## src/hdl/apsp_pkg.sv

```systemverilog
// Shared types and constants of the all-pairs shortest path block.
package apsp_pkg;

  localparam int NODE_ID_W    = 7;
  localparam int WEIGHT_W     = 20;
  localparam int OUT_DIST_W   = 32;
  localparam int NODE_COUNT_W = 8;
  localparam int CFG_DATA_W   = 32;
  localparam int CFG_ADDR_W   = 2;

  localparam logic [CFG_ADDR_W-1:0]   REG_NODE_COUNT_ADDR = 2'd0;
  localparam logic [NODE_COUNT_W-1:0] NODE_COUNT_RESET    = 8'd128;

  typedef enum logic [1:0] {
    FUNC_CLEAR = 2'd0,
    FUNC_EDGE  = 2'd1,
    FUNC_RUN   = 2'd2,
    FUNC_QUERY = 2'd3
  } func_t;

  typedef struct packed {
    func_t                func;
    logic [NODE_ID_W-1:0] node_a;
    logic [NODE_ID_W-1:0] node_b;
    logic [WEIGHT_W-1:0]  weight;
  } in_item_t;

  typedef struct packed {
    logic [OUT_DIST_W-1:0] distance;
    logic                  reachable;
  } out_item_t;

  // Query response handed from the sequencer to the output register
  typedef struct packed {
    logic      load;
    out_item_t item;
  } res_t;

  typedef enum logic [3:0] {
    ST_IDLE,
    ST_CLEAR,
    ST_EDGE2,
    ST_QREAD,
    ST_QRESP,
    ST_ROWHEAD,
    ST_ROWWAIT,
    ST_SCAN,
    ST_DRAIN
  } seq_state_t;

endpackage

```

## src/hdl/apsp_seq.sv

```systemverilog
// Sequencer: clear sweep, edge writes, queries and the closure scan over the matrix RAM.
module apsp_seq
  import apsp_pkg::*;
#(
  parameter int MAX_NODES = 128,
  parameter int DIST_BITS = 32,
  localparam int NODE_W   = $clog2(MAX_NODES),
  localparam int ADDR_W   = 2 * NODE_W,
  localparam int WORD_W   = DIST_BITS + 1
) (
  input  logic                    clk,
  input  logic                    rst_n,
  input  logic [NODE_COUNT_W-1:0] node_count,
  input  logic                    in_valid,
  input  in_item_t                in_data,
  output logic                    in_ready,
  input  logic                    out_free,
  output res_t                    res,
  output logic                    mem_we,
  output logic [ADDR_W-1:0]       mem_waddr,
  output logic [WORD_W-1:0]       mem_wdata,
  output logic [ADDR_W-1:0]       mem_ra_addr,
  input  logic [WORD_W-1:0]       mem_ra_data,
  output logic [ADDR_W-1:0]       mem_rb_addr,
  input  logic [WORD_W-1:0]       mem_rb_data
);

  localparam int CW = (NODE_W + 1 > NODE_COUNT_W) ? NODE_W + 1 : NODE_COUNT_W;
  localparam int WX = (DIST_BITS > WEIGHT_W) ? DIST_BITS : WEIGHT_W;
  localparam logic [DIST_BITS-1:0] DIST_MAX = {DIST_BITS{1'b1}};

  function automatic logic [ADDR_W-1:0] cell_addr(input logic [NODE_W-1:0] row,
                                                  input logic [NODE_W-1:0] col);
    return {row, col};
  endfunction

  function automatic logic [DIST_BITS-1:0] sat_weight(input logic [WEIGHT_W-1:0] w);
    logic [WX-1:0] w_x;
    w_x = WX'(w);
    return (w_x > WX'(DIST_MAX)) ? DIST_MAX : w_x[DIST_BITS-1:0];
  endfunction

  function automatic logic node_ok(input logic [NODE_ID_W-1:0] id);
    return 32'(id) < 32'(MAX_NODES);
  endfunction

  seq_state_t           state_r, state_nxt;
  logic [CW-1:0]        via_r, via_nxt;
  logic [CW-1:0]        row_r, row_nxt;
  logic [CW-1:0]        col_r, col_nxt;
  in_item_t             item_r, item_nxt;
  logic [DIST_BITS-1:0] rk_r, rk_nxt;
  logic                 pend_r, pend_nxt;
  logic [NODE_W-1:0]    pend_col_r, pend_col_nxt;

  logic [CW-1:0]        n_act;
  logic [CW-1:0]        n_last;
  logic                 row_last, col_last, via_last;
  logic                 kc_reach, rc_reach;
  logic [DIST_BITS-1:0] kc_dist, rc_dist;
  logic [DIST_BITS:0]   sum_x;
  logic [DIST_BITS-1:0] sum_sat;
  logic                 relax_hit;
  logic                 query_ok;

  assign n_act    = (CW'(node_count) > CW'(MAX_NODES)) ? CW'(MAX_NODES) : CW'(node_count);
  assign n_last   = n_act - CW'(1);
  assign row_last = (row_r == n_last);
  assign col_last = (col_r == n_last);
  assign via_last = (via_r == n_last);

  // Relaxation of the entry read in the previous cycle of the scan
  assign kc_reach  = mem_ra_data[DIST_BITS];
  assign kc_dist   = mem_ra_data[DIST_BITS-1:0];
  assign rc_reach  = mem_rb_data[DIST_BITS];
  assign rc_dist   = mem_rb_data[DIST_BITS-1:0];
  assign sum_x     = {1'b0, rk_r} + {1'b0, kc_dist};
  assign sum_sat   = sum_x[DIST_BITS] ? DIST_MAX : sum_x[DIST_BITS-1:0];
  assign relax_hit = pend_r && kc_reach && (!rc_reach || (sum_sat < rc_dist));

  assign query_ok = node_ok(item_r.node_a) && node_ok(item_r.node_b);

  always_ff @(posedge clk) begin
    if (!rst_n) begin
      state_r <= ST_IDLE;
      via_r   <= '0;
      row_r   <= '0;
      col_r   <= '0;
      pend_r  <= 1'b0;
    end else begin
      state_r <= state_nxt;
      via_r   <= via_nxt;
      row_r   <= row_nxt;
      col_r   <= col_nxt;
      pend_r  <= pend_nxt;
    end
  end

  always_ff @(posedge clk) begin
    item_r     <= item_nxt;
    rk_r       <= rk_nxt;
    pend_col_r <= pend_col_nxt;
  end

  always_comb begin
    state_nxt    = state_r;
    via_nxt      = via_r;
    row_nxt      = row_r;
    col_nxt      = col_r;
    item_nxt     = item_r;
    rk_nxt       = rk_r;
    pend_nxt     = 1'b0;
    pend_col_nxt = pend_col_r;
    in_ready     = 1'b0;
    res          = '0;
    mem_we       = 1'b0;
    mem_waddr    = cell_addr(row_r[NODE_W-1:0], pend_col_r);
    mem_wdata    = {1'b1, sum_sat};
    mem_ra_addr  = cell_addr(row_r[NODE_W-1:0], via_r[NODE_W-1:0]);
    mem_rb_addr  = cell_addr(row_r[NODE_W-1:0], col_r[NODE_W-1:0]);

    // Write back an improved entry from the scan pipeline
    if (relax_hit) begin
      mem_we = 1'b1;
    end

    case (state_r)
      ST_IDLE: begin
        in_ready = 1'b1;
        if (in_valid) begin
          item_nxt = in_data;
          via_nxt  = '0;
          row_nxt  = '0;
          col_nxt  = '0;
          case (in_data.func)
            FUNC_CLEAR: begin
              if (n_act != '0) begin
                state_nxt = ST_CLEAR;
              end
            end
            FUNC_EDGE: begin
              if (node_ok(in_data.node_a) && node_ok(in_data.node_b)) begin
                mem_we    = 1'b1;
                mem_waddr = cell_addr(NODE_W'(in_data.node_a), NODE_W'(in_data.node_b));
                mem_wdata = {1'b1, sat_weight(in_data.weight)};
                state_nxt = ST_EDGE2;
              end
            end
            FUNC_RUN: begin
              if (n_act != '0) begin
                state_nxt = ST_ROWHEAD;
              end
            end
            FUNC_QUERY: begin
              state_nxt = ST_QREAD;
            end
            default: begin
              state_nxt = ST_IDLE;
            end
          endcase
        end
      end

      ST_CLEAR: begin
        mem_we    = 1'b1;
        mem_waddr = cell_addr(row_r[NODE_W-1:0], col_r[NODE_W-1:0]);
        mem_wdata = {(row_r == col_r), {DIST_BITS{1'b0}}};
        if (col_last) begin
          col_nxt = '0;
          if (row_last) begin
            state_nxt = ST_IDLE;
          end else begin
            row_nxt = row_r + CW'(1);
          end
        end else begin
          col_nxt = col_r + CW'(1);
        end
      end

      ST_EDGE2: begin
        mem_we    = 1'b1;
        mem_waddr = cell_addr(NODE_W'(item_r.node_b), NODE_W'(item_r.node_a));
        mem_wdata = {1'b1, sat_weight(item_r.weight)};
        state_nxt = ST_IDLE;
      end

      ST_QREAD: begin
        // Hold until the output register has room for the response
        mem_ra_addr = cell_addr(NODE_W'(item_r.node_a), NODE_W'(item_r.node_b));
        if (out_free) begin
          state_nxt = ST_QRESP;
        end
      end

      ST_QRESP: begin
        res.load = 1'b1;
        if (query_ok && mem_ra_data[DIST_BITS]) begin
          res.item.reachable = 1'b1;
          res.item.distance  = OUT_DIST_W'(mem_ra_data[DIST_BITS-1:0]);
        end
        state_nxt = ST_IDLE;
      end

      ST_ROWHEAD: begin
        state_nxt = ST_ROWWAIT;
      end

      ST_ROWWAIT: begin
        if (mem_ra_data[DIST_BITS]) begin
          rk_nxt    = mem_ra_data[DIST_BITS-1:0];
          col_nxt   = '0;
          state_nxt = ST_SCAN;
        end else if (!row_last) begin
          row_nxt   = row_r + CW'(1);
          state_nxt = ST_ROWHEAD;
        end else if (!via_last) begin
          row_nxt   = '0;
          via_nxt   = via_r + CW'(1);
          state_nxt = ST_ROWHEAD;
        end else begin
          state_nxt = ST_IDLE;
        end
      end

      ST_SCAN: begin
        mem_ra_addr  = cell_addr(via_r[NODE_W-1:0], col_r[NODE_W-1:0]);
        pend_nxt     = 1'b1;
        pend_col_nxt = col_r[NODE_W-1:0];
        if (col_last) begin
          state_nxt = ST_DRAIN;
        end else begin
          col_nxt = col_r + CW'(1);
        end
      end

      ST_DRAIN: begin
        if (!row_last) begin
          row_nxt   = row_r + CW'(1);
          state_nxt = ST_ROWHEAD;
        end else if (!via_last) begin
          row_nxt   = '0;
          via_nxt   = via_r + CW'(1);
          state_nxt = ST_ROWHEAD;
        end else begin
          state_nxt = ST_IDLE;
        end
      end

      default: begin
        state_nxt = ST_IDLE;
      end
    endcase
  end

  a_pend_in_scan: assert property (@(posedge clk) disable iff (!rst_n)
    pend_r |-> (state_r == ST_SCAN || state_r == ST_DRAIN))
    else $error("relaxation pending outside the scan");

  a_scan_no_overlap: assert property (@(posedge clk) disable iff (!rst_n)
    (mem_we && state_r == ST_SCAN) |-> (mem_waddr != mem_rb_addr))
    else $error("scan write-back hits the entry being read");

  a_resp_after_read: assert property (@(posedge clk) disable iff (!rst_n)
    (state_r == ST_QRESP) |-> ($past(state_r) == ST_QREAD && $past(out_free)))
    else $error("query response without a matching read");

  a_idle_no_write: assert property (@(posedge clk) disable iff (!rst_n)
    (mem_we && state_r == ST_IDLE) |-> (in_valid && in_data.func == FUNC_EDGE))
    else $error("matrix write while idle without an edge transaction");

endmodule

```

## config.mk

```make
export PLATFORM = sky130hd
export DESIGN_NAME = apsp_seq
export DESIGN_NICKNAME = d
export VERILOG_FILES = /design/src/hdl/apsp_pkg.sv /design/src/hdl/apsp_seq.sv
export SDC_FILE = /design/constraint.sdc
export NUM_CORES = 1
export LEC_CHECK = 0
export BUFFER_PORTS_ARGS = -buffer_cell sky130_fd_sc_hd__buf_4
export CORE_MARGIN = 3
export CORE_UTILIZATION = 55
export CTS_BUF_LIST = sky130_fd_sc_hd__clkbuf_2
export DETAILED_ROUTE_END_ITERATION = 12
export HOLD_SLACK_MARGIN = 0.15
export PLACE_DENSITY = 0.83
export SETUP_SLACK_MARGIN = 0.2
export SLEW_MARGIN = 40
export SYNTH_ARGS = -nofsm -noshare
export SYNTH_HDL_FRONTEND = slang
export SYNTH_SLANG_ARGS = --single-unit
export TNS_END_PERCENT = 20
```

## constraint.sdc

```tcl
create_clock -name clk -period 15.72 [get_ports clk]
set_input_delay 3.144 -clock clk [delete_from_list [all_inputs] [get_ports clk]]
set_output_delay 3.144 -clock clk [all_outputs]
set_load 0.005 [all_outputs]
```

# After elaboration in Yosys (flattened, before gate mapping)
# Cells that the tools add are included.
# Widths: inputs -> output; s select.
# totals
reg_bits	102
output_inout_bits	111
# op_classes
n_addsub	5
magnitude_cmp	2
n_eq_ne	26
n_mux	44
n_reduce_logical	17
# ops
operator	count
$mux 8	13
$pmux 33 s3	1
$mux 32	3
$pmux 8 s4	2
$pmux 14 s3	1
$mux 34	1
$add 32x32->33	1
$mux 33	1
$eq 8x8->1	4
$lt 32x32->1	1
$mux 14	2
$mux 4	7
$pmux 14 s2	1
$pmux 4 s7	1
$add 8x1->8 const B	3
$pmux 8 s3	1
$ne 2x2->1 const B	9
$eq 4x3->1 const B	4
$pmux 4 s4	1
$mux 3	3
$eq 4x2->1 const B	2
$gt 8x8->1 const B	1
$reduce_bool 4->1	2
$reduce_bool 8->1	1
20 further kinds	28

# Logic depth before layout (Yosys ltp)
# depth
depth_word	9
mapped_depth	19
depth_no_buf	18

# Least setup slack after synthesis
# Ideal clock, no wire load.
# synth_timing
kind	input to output
start	in mem_ra_data[8]
end	out mem_we
arrival_ps	6953
required_ps	12576
slack_ps	5623
path_stages	19
path_buffers	1
path_cell_list	ha_1 > clkbuf_1 > a21oi_1 > nor3_1 > or4_1 > nor4bb_1 > o41ai_2 > a21oi_1 > nor4b_1 > nor3_1 > ha_1 > a21o_1 > a21o_1 > a21o_1 > a21o_1 > a221o_1 > nand2_1 > o211ai_1 > o21ai_0
# synth_via
elab_chain_cells	9
# synth_rtl
item	line	text
from (decl)	apsp_seq.sv:23	input logic [WORD_W-1:0] mem_ra_data,
$add 32x32->33 (*)	apsp_seq.sv:77	assign sum_x = {1'b0, rk_r} + {1'b0, kc_dist};
$mux 32 (*)	apsp_seq.sv:78	assign sum_sat = sum_x[DIST_BITS] ? DIST_MAX : sum_x[DIST_BITS-1:0];
$lt 32x32->1 (*)	apsp_seq.sv:79	assign relax_hit = pend_r && kc_reach && (!rc_reach || (sum_sat < rc_dist));
$logic_or 1x1->1 (*)	apsp_seq.sv:79	
$logic_and 1x1->1 (*)	apsp_seq.sv:79	
$mux 1 (*)	apsp_seq.sv:123	if (relax_hit) begin
$mux 1	apsp_seq.sv:135	case (in_data.func)
$mux 1	apsp_seq.sv:130	if (in_valid) begin
$pmux 1 s2 (*)	apsp_seq.sv:127	case (state_r)
to (decl)	apsp_seq.sv:19	output logic mem_we,
# Every way passes the cells marked *; elsewhere a longest branch is shown, timed or not.

# Final worst setup path
# Ends and elaborated chain as after synthesis.

==> results <==
- Setup repair after global routing left no endpoint under its margin.
- The sum of net half-perimeters after detailed placement is 20900 um.
- The number of hold violations in the final report came to 0.
- The delay of the slowest critical-path stage is 0.75 ns.
- Data on the critical path is required at its endpoint by 12.58 ns.
- The cell leakage power is 4.746 nW.
- The core area is 15310 sq um.
- The total of fill cells in the finished design is 1307.
- The number of global-route vias before repair is 8131.
- The floorplan die area is 17330 sq um.
- The number of design rule violations left after detail routing is 0.
- The peak supply drop is 0.05690 mV.
- The total routed wirelength is 27710 um.
- Of the cells placed in the final design, the portion with a size suffix greater than 1 is 0.2366.
- The worst setup path is launched from an input port.
- In the global route stage, overall resource usage came out at 0.3090.
- From synthesis to final layout, the design area changed by 20.88%.
- For the pin with the worst max-slew slack, the measured transition is 0.8905 ns.
- Counting distinct cell types in the post-synthesis netlist gives 88.
- The initial antenna violation count came to 1.
- The endpoint of the lowest-slack register-to-register path is via_r[2]$_SDFFE_PN0P_.
- The standard cell with the maximum stage delay on the critical path is sky130_fd_sc_hd__nor4bb_1.
- In the final routed layout, each cell accounts on average for 19.96 um.
- The wire length of the first global-routing pass is 43460 um.
- The final setup violation count is 0.
- The synthesized design contains 73 enable-type register cells.
- Walking the worst path, the cells encountered are buf_4 > ha_1 > a21oi_1 > nor3_1 > or4_1 > nor4bb_1 > o41ai_2 > a21oi_1 > nor4b_1 > nor3_1 > ha_1 > a21o_1 > a21o_1 > a21o_1 > a21o_1 > a221o_1 > nand2_1 > o211ai_1 > o21ai_0 > buf_4.
- In the routed layout, each cell is associated on average with a via count of 6.250.
- The most frequent cell on the critical path is sky130_fd_sc_hd__a21o_1.
- The run finished with clean final reports.
- Data on the critical path arrives at its endpoint at 7.96 ns.
- The number of stages on the worst setup path is 20.
- The worst clock skew is 0.04296 ns.
- The placement row count is 45.
- The worst setup path is captured at an output port.
- In this run the post-CTS setup repair buffer count came out at 0.
- The worst hold path stage count is 2.
- The share of synthesized registers carrying an async set or reset is 0.
- The path with the worst hold slack has its endpoint at via_r[7]$_SDFFE_PN0P_.
- The starting DRC count in detailed routing is 1193.
- In this run, post-CTS hold repair placed 0 buffers.
- The number of routed nets with antenna violations is 0.
- Adding up every negative setup slack in the final design gives 0 ns.
- Entering global routing, the biggest net connects 34 pins.
- Clock latency on the worst-skew pair, taken at its later pin, is 0.68 ns.
- The cell area power density is 86.28 nW/um^2.
- The yosys synthesis warning count is 0.
- The kind of critical path is input port to output port.
- The number of vias in the routed layout is 8675.
- The type of the worst min-delay path is flop to flop.
- The congestion estimate from routability-driven global placement came to 1.023.
- The die boundary width is 131.6 um.
- Of all nets on the critical path, the largest fanout is 9.
- The cell depth of the worst flop-to-flop path is 10.
- The overall die height is 131.6 um.
- Pin placement for this block handled 225 I/O pins.
- The synthesized design contains 102 register bits.
- For this run, the leading register cell type out of synthesis is sky130_fd_sc_hd__edfxtp_1.
- The final number of max-transition violations is 0.
- The number of sinks driven by the clock tree is 102.
- Setup slack on the critical path of the routed design comes to 4.620 ns.
- The synthesized net count is 1178.
- The starting density of the core is 0.5668.
- Headroom to the max-slew limit came out at 0.4063.
- For this run the aggregate overflow at the end of global routing stands at 0.
- Max-cap violations in this run came to 0.
- The synthesized instance count is 996.
- For this run, the post-layout net count is 1352.
- Before antenna repair, the detailed router went through 11 iterations.
- The share of synthesized area occupied by flip-flops and latches is 0.3194.
- Buffers placed on the I/O ports in this run total 224.
- The number of buffers between clock root and the deepest sink is 2.
- The number of buffers created by CTS is 9.
- The average cell area after synthesis is 8.716 sq um.
- The number of buffers and inverters on the critical path is 2.
- The worst min-delay path startpoint is via_r[7]$_SDFFE_PN0P_.
- The post-cts repair resize count is 0.
- The startpoint identified for the worst register-to-register timing path is state_r[0]$_SDFFE_PN0P_.
- Summing every instance area after synthesis gives 8681 sq um.
- The setup slack of the most critical reg-to-reg path is 12.51 ns.
- The number of levels the H-tree was split into is 3.
- In this run the clock root is driven by a sky130_fd_sc_hd__clkbuf_2.
- The minimum setup slack after placement is 4.816 ns.
- The final critical-path required period is 11.10 ns.
- Based on the critical path, the design can be clocked at up to 90.09 MHz.
- After clock tree synthesis, the clock-pin slew on the worst setup and hold paths is 0.30 ns.
- The final critical-path share of the clock period is 0.7061.
- TritonCTS built the clock tree.
- The gate family responsible for the most delay along the worst path is compound AO/OA/AOI/OAI gates.
layout by cell type, fill, tap and decap left out, types with 5 or more instances in the layout:
cell type / count
sky130_fd_sc_hd__nand3_1: 18
sky130_fd_sc_hd__dfxtp_1: 29
sky130_fd_sc_hd__nor2b_1: 8
sky130_fd_sc_hd__mux2i_1: 6
sky130_fd_sc_hd__o21a_1: 11
sky130_fd_sc_hd__clkbuf_2: 9
sky130_fd_sc_hd__a22oi_1: 16
sky130_fd_sc_hd__edfxtp_1: 73
sky130_fd_sc_hd__a21o_1: 34
sky130_fd_sc_hd__or3_1: 7
sky130_fd_sc_hd__nor3_1: 22
sky130_fd_sc_hd__a21oi_1: 65
sky130_fd_sc_hd__o211ai_1: 8
sky130_fd_sc_hd__o21ai_0: 32
sky130_fd_sc_hd__a211oi_1: 6
sky130_fd_sc_hd__nand4_1: 18
sky130_fd_sc_hd__and3_1: 10
sky130_fd_sc_hd__xor2_1: 19
sky130_fd_sc_hd__o21ai_1: 5
sky130_fd_sc_hd__nor2_1: 43
sky130_fd_sc_hd__buf_4: 232
sky130_fd_sc_hd__ha_1: 67
sky130_fd_sc_hd__xnor2_1: 39
sky130_fd_sc_hd__a31oi_1: 9
sky130_fd_sc_hd__a222oi_1: 28
sky130_fd_sc_hd__nand2b_1: 20
sky130_fd_sc_hd__or2_2: 6
sky130_fd_sc_hd__o31ai_1: 8
sky130_fd_sc_hd__nand2_1: 103
sky130_fd_sc_hd__inv_1: 78
sky130_fd_sc_hd__or4_1: 5
sky130_fd_sc_hd__a221o_1: 7
sky130_fd_sc_hd__and2_1: 43
per-layer routing:
| metal | global-route usage | routed length [um] | vias up |
|---|---|---|---|
| met5 | 0 | 0 | - |
| met4 | 0.1103 | 867 | 0 |
| met3 | 0.05934 | 2731 | 64 |
| met2 | 0.4771 | 12330 | 483 |
| met1 | 0.4331 | 11780 | 4108 |
| li1 | - | - | 4020 |
registers in the layout, indices dropped and copies added, names as in the netlist:
register,flops
row_r,8
via_r,8
col_r,8
pend_col_r,7
item_r,34
pend_r,1
rk_r,32
state_r,4
final cells by class:
cell class	instances	area, sq um	area share
Antenna cell	2	5.005	0.0004769
Clock buffer	9	45.04	0.004292
Clock inverter	7	81.33	0.007750
Inverter	80	300.3	0.02862
Multi-Input combinational cell	745	5284	0.5035
Sequential cell	102	2773	0.2642
Tap cell	211	264.0	0.02516
Timing Repair Buffer	232	1742	0.1660
power by group:
| part | internal [mW] | switching (mW) |
|---|---|---|
| Combinational | 0.188 | 0.237 |
| Sequential | 0.314 | 0.0219 |
| Clock | 0.0393 | 0.105 |
| Total | 0.542 | 0.364 |
per-stage QoR:
step	hold WS [ns]	instance area, sq um	utilization	cells	power, mW
final	0.5441	10490	0.6852	1388	0.9054
after global routing	0.5841	10490	0.6852	1388	0.9540
after CTS	0.5364	10490	0.6849	1386	0.8986
after detailed placement	0.5043	10360	0.6766	1370	0.7580
after global placement	0.5027	10360	0.6762	1370	0.7511
after floorplan	0.4295	8681	-	996	0.5685
logic make-up (layout without fill, tap and decap cells):
kind of cell | Yosys count | count (layout) | share of synthesized area
fa+ha+maj | 68 | 68 | 0.09888
buf+inv | 149 | 328 | 0.07293
xor+xnor | 60 | 60 | 0.06299
other cells | 0 | 2 | 0
simple gates | 326 | 326 | 0.1946
flops | 102 | 102 | 0.3194
compound gates | 284 | 284 | 0.2430
mux | 7 | 7 | 0.008216
worst reg2reg max path: stages, from the launching register on:
cell and delay, ns:
sky130_fd_sc_hd__dfxtp_1 0.68, sky130_fd_sc_hd__nor2_1 0.17, sky130_fd_sc_hd__nand2_1 0.17, sky130_fd_sc_hd__inv_1 0.12
sky130_fd_sc_hd__nand2_1 0.13, sky130_fd_sc_hd__clkinv_1 0.65, sky130_fd_sc_hd__buf_4 0.51, sky130_fd_sc_hd__nor2_1 0.36
sky130_fd_sc_hd__nand2_1 0.09, sky130_fd_sc_hd__a31oi_1 0.17, sky130_fd_sc_hd__a41o_1 0.12
how the worst max path moves through the flow:
stage	endpoint	slack, ns	start
finish	mem_we	4.62	mem_ra_data[8]
global route	mem_we	4.42	mem_ra_data[8]
CTS	mem_we	4.81	mem_ra_data[8]
detailed placement	mem_we	4.82	mem_ra_data[8]
global placement	mem_we	4.93	mem_ra_data[8]
floorplan	mem_we	5.62	mem_ra_data[8]
synth_stat cells (16+ instances only):
master / instances / area share
sky130_fd_sc_hd__a21o_1: 34 / 0.029
sky130_fd_sc_hd__nand2_1: 103 / 0.045
sky130_fd_sc_hd__nand4_1: 18 / 0.013
sky130_fd_sc_hd__nand2b_1: 20 / 0.014
sky130_fd_sc_hd__xor2_1: 19 / 0.019
sky130_fd_sc_hd__a22oi_1: 16 / 0.014
sky130_fd_sc_hd__ha_1: 67 / 0.097
sky130_fd_sc_hd__edfxtp_1: 73 / 0.25
sky130_fd_sc_hd__xnor2_1: 39 / 0.039
sky130_fd_sc_hd__and2_1: 43 / 0.031
sky130_fd_sc_hd__o21ai_0: 32 / 0.018
sky130_fd_sc_hd__a222oi_1: 28 / 0.032
sky130_fd_sc_hd__inv_1: 79 / 0.034
sky130_fd_sc_hd__nor2_1: 44 / 0.019
sky130_fd_sc_hd__nor3_1: 22 / 0.013
sky130_fd_sc_hd__nand3_1: 19 / 0.011
sky130_fd_sc_hd__a21oi_1: 65 / 0.037
sky130_fd_sc_hd__clkbuf_1: 47 / 0.020
sky130_fd_sc_hd__dfxtp_1: 29 / 0.067
Power figures use the tool's default switching activity.
